[src/rtl/htfd_pkg.sv]
`default_nettype none
// ----------------------------------------------------------------------------
// htfd_pkg
// Shared types, constants and arithmetic helpers for the sensor frame decoder.
// ----------------------------------------------------------------------------
package htfd_pkg;

   // Byte slots of the six-byte measurement frame
   typedef enum logic [2:0] {
      POS_TEMP_HI  = 3'd0,
      POS_TEMP_LO  = 3'd1,
      POS_TEMP_CRC = 3'd2,
      POS_HUM_HI   = 3'd3,
      POS_HUM_LO   = 3'd4,
      POS_HUM_CRC  = 3'd5
   } frame_pos_type;

   localparam logic [7:0]  CRC_INIT      = 8'hFF;
   localparam logic [7:0]  CRC_POLY_RST  = 8'h31;

   // Scaling: 175*raw and 100*raw over full scale 65535, offset 45*65535
   localparam int          TEMP_PROD_W   = 24;
   localparam int          HUM_PROD_W    = 23;
   localparam logic [23:0] TEMP_SCALE    = 24'd175;
   localparam logic [22:0] HUM_SCALE     = 23'd100;
   localparam logic [23:0] TEMP_OFFSET   = 24'd2949075;
   localparam logic [16:0] FULL_SCALE    = 17'd65535;

   // One CRC-8 byte step, MSB first, polynomial without its top bit
   function automatic logic [7:0] crc8_byte(input logic [7:0] crc,
                                            input logic [7:0] data,
                                            input logic [7:0] poly);
      logic [7:0] v;
      v = crc ^ data;
      for (int i = 0; i < 8; i++) begin
         if (v[7]) begin
            v = {v[6:0], 1'b0} ^ poly;
         end else begin
            v = {v[6:0], 1'b0};
         end
      end
      return v;
   endfunction

   // Divide a value below 2^24 by 65535: x = q0*65535 + (q0 + lo),
   // and q0 + lo stays below twice the divisor, so one correction step.
   function automatic logic [7:0] div_full_scale(input logic [23:0] x);
      logic [7:0]  q0;
      logic [16:0] r;
      q0 = x[23:16];
      r  = {1'b0, x[15:0]} + {9'd0, q0};
      return q0 + ((r >= FULL_SCALE) ? 8'd1 : 8'd0);
   endfunction

endpackage : htfd_pkg
`default_nettype wire

[src/rtl/humidity_temperature_frame_decode_core.sv]
`default_nettype none
// ----------------------------------------------------------------------------
// humidity_temperature_frame_decode_core
// Checks and scales the six-byte temperature/humidity sensor frame.
// ----------------------------------------------------------------------------
// Usage:
//   req_* : one frame byte per beat (valid/ready). req_frame_start marks byte
//           0 of a frame and drops any partial frame. Without it, the byte
//           position just advances and wraps after byte 5.
//   rsp_* : one result beat per frame, produced by byte 5: temperature in
//           whole degrees (signed), humidity in percent and a CRC error flag.
//           On a CRC error the last good values are repeated.
//   csr_* : CRC-8 polynomial register (reset 0x31), written when idle; the
//           user must keep to this, the block does not enforce it.
// Throughput: one byte per cycle when not stalled. The CRC byte step is
//   combinational; the constant-divisor scaling is split over two
//   register stages: byte 5 loads the product, then the quotient is stored.
// Stall: when rsp_ready is low the result register holds; the product
//   stage still takes one more frame-end beat, after which req_ready drops
//   until the result is taken. Non-final bytes go through the same stall.
// Reset: synchronous; position 0, CRC 0xFF, polynomial 0x31, last good
//   values 0 degrees / 0 percent, both pipeline stages empty.
// ----------------------------------------------------------------------------
module humidity_temperature_frame_decode_core
   import htfd_pkg::*;
(
   input  wire logic              clock,
   input  wire logic              reset,
   // configuration
   input  wire logic              csr_wr_en,
   input  wire logic [7:0]        csr_wr_data,
   // byte input
   input  wire logic              req_valid,
   output logic                   req_ready,
   input  wire logic [7:0]        req_frame_byte,
   input  wire logic              req_frame_start,
   // result output
   output logic                   rsp_valid,
   input  wire logic              rsp_ready,
   output logic signed [8:0]      rsp_temperature_deg,
   output logic [6:0]             rsp_humidity_pct,
   output logic                   rsp_crc_error
);

   // --- configuration register ---
   logic [7:0]          crc_poly_ff;

   // --- frame parse state ---
   frame_pos_type       pos_ff, pos_in, pos_cur;
   logic [7:0]          crc_ff, crc_in, crc_base;
   logic                temp_ok_ff, temp_ok_in;
   logic [15:0]         temp_raw_ff, temp_raw_in;
   logic [15:0]         hum_raw_ff, hum_raw_in;

   // --- product stage ---
   logic                s1_valid_ff;
   logic                s1_ok_ff;
   logic [TEMP_PROD_W-1:0] s1_temp_prod_ff;
   logic [HUM_PROD_W-1:0]  s1_hum_prod_ff;

   // --- result stage ---
   logic                rsp_valid_ff;
   logic signed [8:0]   last_temp_ff, last_temp_in;
   logic [6:0]          last_hum_ff, last_hum_in;
   logic                crc_err_ff;

   logic                accept;
   logic                frame_end;
   logic                rsp_load;
   logic                s1_free;
   logic                frame_ok;

   logic [TEMP_PROD_W-1:0] temp_dist;
   logic                   temp_neg;
   logic [7:0]             temp_mag;
   logic [7:0]             hum_q;

   // handshake: result register drains or is empty -> product stage moves
   assign rsp_load  = s1_valid_ff && (!rsp_valid_ff || rsp_ready);
   assign s1_free   = !s1_valid_ff || rsp_load;
   assign req_ready = s1_free;
   assign accept    = req_valid && req_ready;

   // byte slot of the incoming beat
   assign pos_cur   = req_frame_start ? POS_TEMP_HI : pos_ff;
   assign frame_end = accept && (pos_cur == POS_HUM_CRC);

   // CRC restarts at the first byte of each word
   assign crc_base  = ((pos_cur == POS_TEMP_HI) || (pos_cur == POS_HUM_HI)) ?
                      CRC_INIT : crc_ff;
   assign frame_ok  = temp_ok_ff && (crc_ff == req_frame_byte);

   always_comb begin
      crc_in      = crc_ff;
      temp_ok_in  = temp_ok_ff;
      temp_raw_in = temp_raw_ff;
      hum_raw_in  = hum_raw_ff;
      pos_in      = pos_ff;
      if (accept) begin
         case (pos_cur)
            POS_TEMP_HI: begin
               temp_raw_in = {req_frame_byte, 8'd0};
               crc_in      = crc8_byte(crc_base, req_frame_byte, crc_poly_ff);
               pos_in      = POS_TEMP_LO;
            end
            POS_TEMP_LO: begin
               temp_raw_in = {temp_raw_ff[15:8], req_frame_byte};
               crc_in      = crc8_byte(crc_base, req_frame_byte, crc_poly_ff);
               pos_in      = POS_TEMP_CRC;
            end
            POS_TEMP_CRC: begin
               temp_ok_in  = (crc_ff == req_frame_byte);
               pos_in      = POS_HUM_HI;
            end
            POS_HUM_HI: begin
               hum_raw_in  = {req_frame_byte, 8'd0};
               crc_in      = crc8_byte(crc_base, req_frame_byte, crc_poly_ff);
               pos_in      = POS_HUM_LO;
            end
            POS_HUM_LO: begin
               hum_raw_in  = {hum_raw_ff[15:8], req_frame_byte};
               crc_in      = crc8_byte(crc_base, req_frame_byte, crc_poly_ff);
               pos_in      = POS_HUM_CRC;
            end
            POS_HUM_CRC: begin
               pos_in      = POS_TEMP_HI;
            end
            default: begin
               pos_in      = POS_TEMP_HI;
            end
         endcase
      end
   end

   // quotient stage: |175*raw - 45*65535| / 65535, sign applied after
   assign temp_neg  = (s1_temp_prod_ff < TEMP_OFFSET);
   assign temp_dist = temp_neg ? (TEMP_OFFSET - s1_temp_prod_ff)
                               : (s1_temp_prod_ff - TEMP_OFFSET);
   assign temp_mag  = div_full_scale(temp_dist);
   assign hum_q     = div_full_scale({1'b0, s1_hum_prod_ff});

   always_comb begin
      last_temp_in = last_temp_ff;
      last_hum_in  = last_hum_ff;
      if (rsp_load && s1_ok_ff) begin
         last_temp_in = temp_neg ? -$signed({1'b0, temp_mag})
                                 :  $signed({1'b0, temp_mag});
         last_hum_in  = hum_q[6:0];
      end
   end

   always_ff @(posedge clock) begin
      if (reset) begin
         crc_poly_ff  <= CRC_POLY_RST;
         pos_ff       <= POS_TEMP_HI;
         crc_ff       <= CRC_INIT;
         temp_ok_ff   <= 1'b0;
         s1_valid_ff  <= 1'b0;
         rsp_valid_ff <= 1'b0;
         last_temp_ff <= '0;
         last_hum_ff  <= '0;
      end else begin
         if (csr_wr_en) begin
            crc_poly_ff <= csr_wr_data;
         end
         pos_ff       <= pos_in;
         crc_ff       <= crc_in;
         temp_ok_ff   <= temp_ok_in;
         last_temp_ff <= last_temp_in;
         last_hum_ff  <= last_hum_in;
         if (s1_free) begin
            s1_valid_ff <= frame_end;
         end
         if (rsp_load) begin
            rsp_valid_ff <= 1'b1;
         end else if (rsp_ready) begin
            rsp_valid_ff <= 1'b0;
         end
      end
   end

   // payload registers
   always_ff @(posedge clock) begin
      temp_raw_ff <= temp_raw_in;
      hum_raw_ff  <= hum_raw_in;
      if (frame_end) begin
         s1_ok_ff        <= frame_ok;
         s1_temp_prod_ff <= {8'd0, temp_raw_ff} * TEMP_SCALE;
         s1_hum_prod_ff  <= {7'd0, hum_raw_ff} * HUM_SCALE;
      end
      if (rsp_load) begin
         crc_err_ff <= !s1_ok_ff;
      end
   end

   assign rsp_valid           = rsp_valid_ff;
   assign rsp_temperature_deg = last_temp_ff;
   assign rsp_humidity_pct    = last_hum_ff;
   assign rsp_crc_error       = crc_err_ff;

endmodule : humidity_temperature_frame_decode_core
`default_nettype wire

[config.mk]
export PLATFORM = sky130hd
export DESIGN_NAME = humidity_temperature_frame_decode_core
export DESIGN_NICKNAME = d
export VERILOG_FILES = /design/src/rtl/htfd_pkg.sv /design/src/rtl/humidity_temperature_frame_decode_core.sv
export SDC_FILE = /design/constraint.sdc
export NUM_CORES = 1
export LEC_CHECK = 0
export CORE_ASPECT_RATIO = 1.1
export CORE_UTILIZATION = 40
export CTS_CLUSTER_SIZE = 20
export DETAILED_ROUTE_END_ITERATION = 12
export DONT_BUFFER_PORTS = 1
export SETUP_SLACK_MARGIN = 0.02
export SLEW_MARGIN = 20
export SYNTH_ARGS = -nofsm -noshare
export SYNTH_HDL_FRONTEND = slang
export SYNTH_SLANG_ARGS = --single-unit
[constraint.sdc]
create_clock -name clock -period 7.4 [get_ports clock]
set_input_delay 1.11 -clock clock [delete_from_list [all_inputs] [get_ports clock]]
set_output_delay 1.11 -clock clock [all_outputs]
set_load 0.05 [all_outputs]
======== After elaboration in Yosys (flattened, before gate mapping) ========
Cells that the tools add are included.
cells by class
  add/subtract/negate cells ............... 7
  multipliers ............................. 2
  $lt $le $gt $ge ......................... 3
  equality and inequality tests ........... 6
  mux-type cells .......................... 97
  bitwise gates (word level) .............. 32
  reduce and logical (&&, ||, !) cells .... 22
operators with widths
  kind                                                                  number
  2-to-1 mux 8 bit                                                      86
  bitwise XOR 8 bit                                                     30
  case mux 16 bit (2 select lines)                                      2
  greater-or-equal comparator 17 x 16 -> 1 bit (second input constant)  2
  case mux 8 bit (4 select lines)                                       1
  less-than comparator 24 x 22 -> 1 bit (second input constant)         1
  multiplier 16 x 8 -> 24 bit (second input constant)                   1
  2-to-1 mux 24 bit                                                     1
  subtractor 22 x 24 -> 24 bit (first input constant)                   1
  subtractor 24 x 22 -> 24 bit (second input constant)                  1
  multiplier 16 x 5 -> 21 bit (second input constant)                   1
  adder 16 x 7 -> 17 bit                                                1
  adder 16 x 8 -> 17 bit                                                1
  case mux 3 bit (5 select lines)                                       1
  2-to-1 mux 9 bit                                                      1
  negator 8 -> 9 bit                                                    1
  adder 8 x 1 -> 8 bit                                                  1
  == test 8 bit                                                         1
  AND reduction 2 bit                                                   4
  adder 7 x 1 -> 7 bit                                                  1
  == test 3 x 2 -> 1 bit (second input constant)                        2
  == test 3 bit (second input constant)                                 2
  AND reduction 3 bit                                                   2
  nonzero test 2 bit                                                    3
  9 further kinds                                                       21
storage, ports and cells
  register bits ........................... 117
  input bits .............................. 22
  output and inout port bits .............. 19
  word-level logic and storage cells ...... 185

======== Depth between registers and ports, before layout ========
  word-level depth ........................ 36
  mapped depth ............................ 32

======== Worst setup path before layout ========
Ideal clock, no wire load.
  path type ............................... reg-to-reg
  start point ............................. reg s1_temp_prod_ff[2]
  end point ............................... reg last_temp_ff[6], in the netlist rsp_temperature_deg[6]
  arrival ................................. 6224 ps
  data required time ...................... 7314 ps
  slack ................................... 1091 ps
  stages on the path, launching flop included .. 33
  path buffers ............................ 2
  path through ............................ edfxtp_1 -> inv_1 -> ha_1 -> a21bo_2 -> a21oi_1 -> o31ai_2 -> a21oi_1 -> clkbuf_1 -> clkbuf_1 -> a21oi_1 -> a31oi_1 -> xnor2_1 -> ha_1 -> inv_1 -> fa_1 -> nor2b_1 -> o21ai_0 -> nand2b_1 -> a21oi_1 -> o21bai_1 -> xor2_1 -> nand3_1 -> maj3_1 -> nor3_1 -> ha_1 -> inv_1 -> nor3_2 -> nand3_1 -> xnor2_1 -> nand3_1 -> o21a_1 -> xnor2_1 -> a211oi_1
between the ends
  cells in the longest elaborated chain, start to end .. 8
ends and longest elaborated chain
  item                                                  RTL line                                       source
  start, declared                                       humidity_temperature_frame_decode_core.sv:58   logic [TEMP_PROD_W-1:0] s1_temp_prod_ff;
  start signal, assigned                                humidity_temperature_frame_decode_core.sv:188  s1_temp_prod_ff <= {8'd0, temp_raw_ff} * TEMP_SCALE;
  subtractor 24 x 22 -> 24 bit (tied with other cells)  humidity_temperature_frame_decode_core.sv:138  : (s1_temp_prod_ff - TEMP_OFFSET);
  2-to-1 mux 24 bit                                     humidity_temperature_frame_decode_core.sv:137  assign temp_dist = temp_neg ? (TEMP_OFFSET - s1_temp_prod_ff)
  adder 16 x 8 -> 17 bit                                htfd_pkg.sv:51                                 r = {1'b0, x[15:0]} + {9'd0, q0};
  greater-or-equal comparator 17 x 16 -> 1 bit          htfd_pkg.sv:52                                 return q0 + ((r >= FULL_SCALE) ? 8'd1 : 8'd0);
  2-to-1 mux 1 bit                                      htfd_pkg.sv:52
  adder 8 x 1 -> 8 bit                                  htfd_pkg.sv:52
  negator 8 -> 9 bit                                    humidity_temperature_frame_decode_core.sv:146  last_temp_in = temp_neg ? -$signed({1'b0, temp_mag})
  2-to-1 mux 9 bit *                                    humidity_temperature_frame_decode_core.sv:146
  end signal, assigned                                  humidity_temperature_frame_decode_core.sv:169  last_temp_ff <= last_temp_in;
  end, declared                                         humidity_temperature_frame_decode_core.sv:63   logic signed [8:0] last_temp_ff, last_temp_in;
Every way passes the cells marked *; elsewhere a longest branch is shown, timed or not.
A chain may end at the register's enable or synchronous reset.

======== Worst setup path in the final report ========
Same ends and word-level chain as after synthesis.

==> results.ini <==
[cts]
cts.sinks = 117
cts.clk_slew.worst_paths_ps = 60
htreeDepth = 4
clock_path_buffers = 2
postCtsHoldBufs = 0
ctsResizeCount = 0
cts_root_buffer = clkbuf_16
cts_made_buffers = 17
clkLatencyLatePin_ps = 420
tritoncts = yes
cts_setup_buffers = 0

[pwr]
ir_worst_vdd_mv = 0.199
p_per_area_nw_per_um2 = 240
leakagePower_nw = 5.76

[sta]
clock_skew_ps = 11.0
fin_crit_sh_pct = 89.4
finalSetupTns_ps = 0
hold_viol_final = 0
whs_ps = 495
finalSetupViolCount = 0
rsz0062_at_grt = no
slew_viol_final = 0
finalCriticalPeriod_ps = 6620
max_freq_mhz = 151
relSlewSlack_pct = 32.8
worst_pin_slew_ps = 1000

[routing]
first_iter_violations = 494
drt-wirelength-per-cell_um = 15.1
routed_wl_um = 25600
vias = 9049
drc = 0
vias_per_cell = 5.34
ant_nets = 0
drtPass1Iterations = 5

[hold_path]
holdCritPathClass = flop to flop

[floorplanning]
floorplan.initialDensity_pct = 41.0
die_y_um = 185
fp.coreArea_um2 = 29700
ioPinCount = 41
die_area_um2 = 31100
die_w_um = 168
rows = 66

[synth]
ys_async_sr_fraction_pct = 0
ys_seq_area_share_pct = 25.7
synth_top_cells_by_area = edfxtp_1 (19%), ha_1 (15%), fa_1 (11%), dfxtp_1 (6.2%), inv_1 (6.0%)
yosys_warnings = 0
netlist_area_um2 = 12200
syn-num-nets = 1559
avgSynthCellArea_um2 = 9.16
synth_top_area_share_pct = 19.5
synth_seq_cells = 117
synth_edf_count = 79
synth_cells = 1329
synth_cell_types = 90
yosys.area.top_type = edfxtp_1
synth_top_flop_cell = edfxtp_1

[cells_and_area]
final_common_cell = inv_1
n_antenna_cell = 0
stdcell_count = 1696
nNetsFinal = 1539
drive_gt1_share_pct = 5.22
layout_common_cells = inv_1 (193), ha_1 (142), nand2_1 (97)
area_delta_synth_final_pct = 7.85

[place]
portBuffers = 0
place_hpwl_um = 20500
globalplace.congestion = 0.901
dp_cells = 1664

[grt]
groute.usage.overall_pct = 17.3
grt_max_degree = 47
grt_pass1_vias = 8760
antenna_found_initial = 0
grt_overflow_total = 0
grt_pass1_wl_um = 43100

[critical_path]
cp.required_ps = 7740
cp.arrival_ps = 6960
start_kind = flop
crit_fanout = 11
worstSetupPathType = flop to flop
end_kind = flop

[flow_run]
maxCapViolCount = 0

[run_status]
status = finished, final reports clean

[through the flow]
stage | instance area (um2) | setup slack (ps) | util [%] | total power, mW
after floorplan | 12200 | 1090 | - | 2.06
after global placement | 12500 | 999 | 42.1 | 2.32
after detailed placement | 12500 | 753 | 42.1 | 2.33
after CTS | 13100 | 755 | 44.1 | 3.17
after global routing | 13100 | 65.9 | 44.2 | 3.41
final | 13100 | 783 | 44.2 | 3.15
[layer usage]
metal	vias to the layer above	GRT usage, %	share of wire (%)
li1	4581	-	-
met5	-	0	0
met2	168	29.4	48
met1	4263	21.9	46
met3	37	3.53	4.2
met4	0	6.04	1.8
[cells by family (layout without fill, tap and decap cells)]
kind of cell / count (synthesis) / after routing / synth area share [%]
muxes: 18 / 18 / 1.52
buffers and inverters: 238 / 231 / 7.40
xor gates and xnor gates: 120 / 120 / 9.88
and+or+nand+nor: 351 / 351 / 14.0
adders and majority gates: 209 / 209 / 25.5
AOI/OAI and AO/OA: 276 / 276 / 15.9
DFF: 117 / 117 / 25.7
[cells in the mapped netlist, drive strengths merged (8+ instances only)]
master and instances:
a211oi 25, a21o 18, a21oi 62, a31oi 11, and2 20, and3 21
clkbuf 38, dfxtp 38, edfxtp 79, fa 66, ha 142, inv 193
mux2i 14, nand2 97, nand3 34, nand4 9, nor2 83, nor2b 25
nor3 27, nor4 8, o211ai 13, o21a 8, o21ai 54, o21bai 13
xnor2 84, xor2 27
[where the power goes]
part | switching [mW] | total (mW) | leakage (nW) | internal [mW]
Combinational | 0.816 | 1.49 | 4.41 | 0.672
Clock | 0.309 | 0.826 | 0.301 | 0.517
Sequential | 0.0478 | 0.836 | 1.05 | 0.788
[registers in the layout (all words and copies together), names as in the netlist, 7 cells and up]
register,flops
s1_temp_prod_ff,24
s1_hum_prod_ff,21
hum_raw_ff,16
temp_raw_ff,16
rsp_temperature_deg,9
crc_ff,8
crc_poly_ff,8
rsp_humidity_pct,7
[worst paths after layout]
check | startpoint | cells past startpoint | slack, ps | end
max | s1_temp_prod_ff[2] | 27 | 780 | rsp_temperature_deg[6]
min | temp_ok_ff | 2 | 490 | temp_ok_ff
max reg2reg | s1_temp_prod_ff[2] | 27 | 780 | rsp_temperature_deg[6]
min reg2reg | temp_ok_ff | 2 | 490 | temp_ok_ff
[critical path: stages, from the launching register on]
cell      delay (ps)
edfxtp_1         390
inv_1            150
ha_1             190
a21bo_2          230
a21oi_1          410
o31ai_2          160
a21oi_2          480
mux2i_1          180
xnor2_1          470
inv_1            260
ha_1             390
a21o_1           170
a21oi_1          210
o21bai_1          80
a21oi_1          180
xnor2_1          150
nand3_1          110
maj3_1           380
nor3_1           160
ha_1             220
inv_1             70
nor3_2           400
nand3_1          180
xnor2_1          270
nand3_1          100
o21a_1           210
xnor2_1          130
a211oi_1         210
[layout make-up]
class | instances | area, um2
Fill cell | 2814 | 16600
Multi-Input combinational cell | 974 | 8160
Sequential cell | 117 | 3130
Inverter | 193 | 724
Clock buffer | 23 | 543
Tap cell | 374 | 468
Clock inverter | 9 | 57.6
Timing Repair Buffer | 6 | 45.0
Power figures use the tool's default switching activity.
